## config.mk

```make
export PLATFORM = sky130hd
export DESIGN_NAME = dsi2d_ctrl
export DESIGN_NICKNAME = d
export VERILOG_FILES = /design/src/rtl/dsi2d_pkg.sv /design/src/rtl/dsi2d_ctrl.sv
export SDC_FILE = /design/constraint.sdc
export NUM_CORES = 1
export LEC_CHECK = 0
export BUFFER_PORTS_ARGS = -buffer_cell sky130_fd_sc_hd__buf_4
export CAP_MARGIN = 20
export CELL_PAD_IN_SITES_DETAIL_PLACEMENT = 1
export CELL_PAD_IN_SITES_GLOBAL_PLACEMENT = 2
export CORE_MARGIN = 5
export CORE_UTILIZATION = 18
export CTS_CLUSTER_SIZE = 28
export DETAILED_ROUTE_END_ITERATION = 10
export PLACE_DENSITY = 0.75
export SLEW_MARGIN = 20
export SYNTH_ARGS = -nofsm -noshare
export SYNTH_HDL_FRONTEND = slang
export SYNTH_SLANG_ARGS = --single-unit
```

## constraint.sdc

```tcl
create_clock -name clk -period 1.75 [get_ports clk]
set_input_delay 0.0875 -clock clk [delete_from_list [all_inputs] [get_ports clk]]
set_output_delay 0.0875 -clock clk [all_outputs]
set_load 0.005 [all_outputs]
```

## src/rtl/dsi2d_pkg.sv

```systemverilog
// Package for the two-axis damped spring integrator.
// Widths, fixed-point constants, item kinds, register indexes and controller state type.
// Every other file in rtl/ imports it; it depends on nothing.
package dsi2d_pkg;

  localparam int FracBits    = 16;
  localparam int MaxStep     = 546;
  localparam int SettleLimit = 33;

  localparam int ScaleW = 20;
  localparam int VelW   = 24;
  localparam int CoefW  = 24;
  localparam int KW     = 20;
  localparam int DrW    = 16;
  localparam int TimeW  = 16;
  localparam int KFrac    = 8;
  localparam int CoefFrac = 14;
  localparam int TimeFrac = 16;

  // The radicand is stiffness << 20, which is 40 bits; its root fits in 20 bits.
  localparam int RadW  = 40;
  localparam int RootW = 20;

  localparam int StiffRst = 61440;
  localparam int DampRst  = 5243;

  localparam logic [ScaleW-1:0] ScaleMax = {1'b0, {(ScaleW-1){1'b1}}};
  localparam logic [ScaleW-1:0] ScaleMin = {1'b1, {(ScaleW-1){1'b0}}};

  // 1.0 is 2^FracBits, held at the top of the scale range when it does not fit.
  function automatic logic [ScaleW-1:0] unit_value();
    logic [ScaleW-1:0] u;
    if (FracBits >= ScaleW - 1) begin
      u = ScaleMax;
    end else begin
      u = ScaleW'(1) << FracBits;
    end
    return u;
  endfunction

  typedef enum logic [1:0] {
    KIND_UPDATE = 2'd0,
    KIND_PUNCH  = 2'd1,
    KIND_TARGET = 2'd2,
    KIND_RESET  = 2'd3
  } kind_t;

  localparam logic REG_STIFFNESS = 1'b0;
  localparam logic REG_DAMPING   = 1'b1;

  typedef enum logic [3:0] {
    ST_COEF_START,
    ST_COEF_RUN,
    ST_COEF_MUL,
    ST_COEF_SHIFT,
    ST_IDLE,
    ST_MUL_A,
    ST_SUM_A,
    ST_MUL_V,
    ST_UPD_V,
    ST_MUL_S,
    ST_UPD_S,
    ST_SETTLE,
    ST_OUT
  } state_t;

  // Commands from the controller to the datapath.
  typedef struct packed {
    logic       load_item;   // register the accepted transaction's operands
    logic       apply_kind;  // punch, set target or reset on the motion state
    logic       sqrt_init;   // load the square root iteration
    logic       sqrt_step;   // one result bit of the square root
    logic       coef_mul;    // damping_ratio * root
    logic       coef_shift;  // scale and saturate into damping_coef
    logic       step_load;   // take the next substep from the remaining time
    logic       mul_a;       // k*err and c*vel for the current axis
    logic       sum_a;       // acceleration
    logic       mul_v;       // accel*step
    logic       upd_v;       // velocity update
    logic       mul_s;       // velocity*step
    logic       upd_s;       // scale update
    logic       axis;        // current axis, 0 is x
    logic       settle;      // snap both axes where settled
    logic       out_load;    // capture the result transaction
  } dsi2d_cmd_t;

  typedef struct packed {
    logic sqrt_done;
    logic time_left;   // more time remains after the current substep
  } dsi2d_sts_t;

  localparam int SqrtIter = RootW;
  localparam int SqrtCntW = $clog2(SqrtIter + 1);

endpackage

```

## src/rtl/dsi2d_ctrl.sv

```systemverilog
// Controller of the two-axis damped spring integrator: sequences the
// coefficient computation, the substep loop and the result handshake.
// Depends on dsi2d_pkg; commands dsi2d_datapath.
module dsi2d_ctrl (
  input  logic                  clk,
  input  logic                  rst,
  input  logic                  in_valid,
  output logic                  in_stall,
  input  logic [1:0]            in_kind,
  input  logic [dsi2d_pkg::TimeW-1:0] in_dt,
  output logic                  out_valid,
  input  logic                  out_stall,
  input  logic                  cfg_we,
  output logic                  cfg_ready,
  output dsi2d_pkg::dsi2d_cmd_t cmd,
  input  dsi2d_pkg::dsi2d_sts_t sts
);
  import dsi2d_pkg::*;

  state_t state, state_next;
  logic   axis, axis_next;
  logic   is_update;
  logic   busy;
  logic   accept;

  assign accept = in_valid && !in_stall;

  always_ff @(posedge clk) begin
    if (rst) begin
      state     <= ST_COEF_START;
      axis      <= 1'b0;
      out_valid <= 1'b0;
      is_update <= 1'b0;
    end else begin
      state <= state_next;
      axis  <= axis_next;
      if (cmd.out_load) begin
        out_valid <= 1'b1;
      end else if (!out_stall) begin
        out_valid <= 1'b0;
      end
      if (accept) begin
        is_update <= (kind_t'(in_kind) == KIND_UPDATE) && (in_dt != '0);
      end
    end
  end

  // A result waiting in the output register does not hold up new work,
  // except that a new result cannot be written over it.
  // An offered input transaction takes precedence over a register write.
  assign busy      = out_valid && out_stall;
  assign in_stall  = (state != ST_IDLE);
  assign cfg_ready = (state == ST_IDLE) && !out_valid && !in_valid;

  always_comb begin
    state_next = state;
    axis_next  = axis;
    cmd        = '0;
    cmd.axis   = axis;
    unique case (state)
      ST_COEF_START: begin
        cmd.sqrt_init = 1'b1;
        state_next    = ST_COEF_RUN;
      end
      ST_COEF_RUN: begin
        if (sts.sqrt_done) begin
          state_next = ST_COEF_MUL;
        end else begin
          cmd.sqrt_step = 1'b1;
        end
      end
      ST_COEF_MUL: begin
        cmd.coef_mul = 1'b1;
        state_next   = ST_COEF_SHIFT;
      end
      ST_COEF_SHIFT: begin
        cmd.coef_shift = 1'b1;
        state_next     = ST_IDLE;
      end
      ST_IDLE: begin
        if (cfg_we) begin
          state_next = ST_COEF_START;
        end else if (in_valid) begin
          cmd.load_item = 1'b1;
          if ((kind_t'(in_kind) == KIND_UPDATE) && (in_dt != '0)) begin
            state_next = ST_MUL_A;
          end else begin
            state_next = ST_SETTLE;
          end
        end
      end
      ST_MUL_A: begin
        // The first pass on x takes the next substep length.
        if (!axis) begin
          cmd.step_load = 1'b1;
        end
        cmd.mul_a  = 1'b1;
        state_next = ST_SUM_A;
      end
      ST_SUM_A: begin
        cmd.sum_a  = 1'b1;
        state_next = ST_MUL_V;
      end
      ST_MUL_V: begin
        cmd.mul_v  = 1'b1;
        state_next = ST_UPD_V;
      end
      ST_UPD_V: begin
        cmd.upd_v  = 1'b1;
        state_next = ST_MUL_S;
      end
      ST_MUL_S: begin
        cmd.mul_s  = 1'b1;
        state_next = ST_UPD_S;
      end
      ST_UPD_S: begin
        cmd.upd_s = 1'b1;
        axis_next = ~axis;
        if (axis && !sts.time_left) begin
          state_next = ST_SETTLE;
        end else begin
          state_next = ST_MUL_A;
        end
      end
      ST_SETTLE: begin
        // For update items this is the settle test; other kinds apply here.
        cmd.settle     = is_update;
        cmd.apply_kind = !is_update;
        state_next     = ST_OUT;
      end
      ST_OUT: begin
        if (!busy) begin
          cmd.out_load = 1'b1;
          state_next   = ST_IDLE;
        end
      end
      default: begin
        state_next = ST_IDLE;
      end
    endcase
  end

  a_axis_x_idle: assert property (@(posedge clk) disable iff (rst)
    (state == ST_IDLE) |-> !axis)
    else $error("axis not back on x at idle");

  a_one_result: assert property (@(posedge clk) disable iff (rst)
    cmd.out_load |=> (state == ST_IDLE) && out_valid)
    else $error("result not presented after load");

  a_no_overwrite: assert property (@(posedge clk) disable iff (rst)
    cmd.out_load |-> !(out_valid && out_stall))
    else $error("pending result overwritten");

  a_cfg_idle: assert property (@(posedge clk) disable iff (rst)
    cfg_we |=> (state == ST_COEF_START))
    else $error("coefficient not recomputed after write");

endmodule

```

==> results by group <==
STA
  – Setup WS post-layout: 0.102 ns
  – Final setup viols: 0
  – Fin crit period: around 1.6 ns
  – Slew @ Worst Pin: 0.318 ns
  – RSZ-0062 raised after global routing: no
  – WHS: roughly 0.07 ns
  – Maximum clock frequency: around 600 MHz
  – Final Hold Vio Count: 0
  – Skew final: 0.00381 ns
  – Pins Over Slew Limit: 0
  – Final setup TNS: 0 ns
  – Max-slew headroom: 0.786
  – Final Cycle Share: 0.942

Place
  – HPWL Detailed: between 1500 and 2000 µm
  – Placement Setup Slack: about 0.16 ns
  – Number of I/O port buffers: 43
  – Final Wtd Congestion: 0.784

Critical path
  – CP top delay family: simple AND/OR/NAND/NOR gates
  – CP Max Fanout: 8
  – Crit path arrival time: between 1.5 and 2 ns
  – Critical path capture point type: primary output
  – Worst Setup Path Type: reg2out
  – Critical path's largest stage delay: 0.49 ns
  – WP data required: 1.66 ns
  – Startpoint Class: flip-flop
  – CP Cell Sequence: or4b_4 > or2_4 > nor2_1 > buf_4
  – CP bufs+invs: 1
  – Slowest-stage cell, CP: or4b_4

Synth
  – Top-count cell post-synth: nor2_1
  – Primary FF master, synth: dfxtp_1
  – Cells after Synth: 84
  – Most frequent cells after synthesis: nor2_1 (13), dfxtp_1 (7), nor3_1 (7)
  – Synth Net Count: 109
  – FF+latch count, synth: 7
  – Distinct cells, synth: 34
  – Mapped cell area: 586 µm²
  – Yosys warns: 0
  – Largest cells by area after synthesis: dfxtp_1 (24%), nor2_1 (8.3%), nor3_1 (6.0%)
  – Post-synthesis sequential area ratio: 0.239
  – Synthesized area per cell: 6.97 µm²
  – Yosys top cell area share: 0.239
  – Number of synthesized flops with an enable pin: 0
  – Asr flop ratio synth: 0
  – Area leader, netlist: dfxtp_1

CTS
  – CTS buffer count: 3
  – Worst-path clk slew: roughly 0.060 ns
  – Clock root buffer: clkbuf_4
  – CTS tree: built
  – Clk_lat worst skew: 0.26 ns
  – Post-CTS setup buffers: 0
  – Post-CTS Resized: 0
  – H-tree depth: 1
  – CTS Sinks: 7
  – Clock buffer depth: 2
  – Hold buffers post-CTS: 0

Floorplanning
  – Die area: 0.00449 mm²
  – Die Width: 67.0 µm
  – Die Y: 67.0 µm
  – Core area: 0.00308 mm²
  – Boundary Pins: 44
  – Starting density of the core: 0.190
  – Std-Cell Rows: 20

Routing
  – Overall routed net length: around 2400 µm
  – Vias per inst: around 4.4
  – DR pass1 iterations: 2
  – DRT iter0 DRCs: 23
  – Drt drc: 0
  – Routed len/inst: 13.5 µm
  – Via count: 775
  – ANT nets after route: 0

Global route
  – Tot GR Track Use: 0.110
  – First-pass GRT wire length: between 3000 and 4000 µm
  – Met3 global-route usage: 0.0422
  – Gr busiest metal: met2
  – Grt ovf: 0
  – Grt met1 use: 0.133
  – Met2 Use GR: 0.183
  – Largest net degree at the start of global routing: 13
  – Antenna violations before repair: 0
  – Vias in the first global route: 820

Layout
  – Final core occ: 0.328
  – N_diodes: 0
  – Final nets: 157
  – Number of fill cells in the layout: a little over 400
  – Share of layout cells above drive strength 1: 0.435
  – Layout area overhead: 72.2%

Worst hold path
  – Hold Path Class: in2reg

Power and ir drop
  – VDD IR max: between 300 and 400 µV
  – Leakage: about 0.44 nW
  – Pwr Density: 584 mW/mm²
  – Total power: around 0.59 mW

Run status
  – Status: completed

Run
  – Max Cap Viol: 0
[report_power, final]
part           internal (mW)  leakage, nW  switching (mW)  total, mW
logic                  0.133        0.369           0.122      0.255
registers              0.172       0.0576         0.00818      0.181
clock network         0.0875       0.0150          0.0664      0.154
[final cells by class]
| class | instances | area (µm²) | area share |
|---|---|---|---|
| clock buffers | 4 | 26.3 | 0.0261 |
| inverters | 5 | 18.8 | 0.0186 |
| multi-input cells | 67 | 407 | 0.403 |
| flip-flops and latches | 7 | 141 | 0.140 |
| well taps | 44 | 55.1 | 0.0546 |
| repair buffers | 48 | 360 | 0.357 |
[cell usage in the layout (no fill, tap or decap), types with 2 or more instances in the layout]
master / count
inv_1: 5
a21oi_1: 6
nor4_1: 4
o31a_1: 2
o21ai_0: 3
nor3_1: 7
nor2_1: 13
dfxtp_1: 6
or2_2: 2
nand2b_1: 5
clkbuf_4: 3
nand2_1: 4
buf_4: 48
nor2b_1: 2
[state kept, by name, indices dropped and copies added, names as in the netlist]
| signal | cells |
|---|---|
| state | 4 |
| out_valid | 1 |
| axis | 1 |
| is_update | 1 |
[through the flow]
step	cells	instance area, µm²
floorplan	84	586
global route	175	1010
detailed placement	171	977
CTS	175	1000
global placement	171	977
finish	175	1010
[routing by layer]
layer	up-vias	share of wire
li1	397	-
met1	364	0.42
met2	10	0.52
met3	4	0.044
met4	0	0.0093
met5	-	0
[path summary, 6_finish.rpt]
check | to | slack, ns | cells after the start | start
min reg2reg | is_update | 0.52 | 2 | is_update
min | is_update | 0.07 | 2 | rst
max reg2reg | state[3] | 0.17 | 5 | state[3]
max | cmd[15] | 0.10 | 4 | state[3]
[cells by family after synthesis]
kind of cell,after synthesis,synth area share
AND/OR/NAND/NOR,45,0.415
AO/OA/AOI/OAI,20,0.241
buffers and inverters,10,0.0726
flip-flops,7,0.239
XOR/XNOR,1,0.0150
multiplexers,1,0.0171
Power figures use the tool's default switching activity.
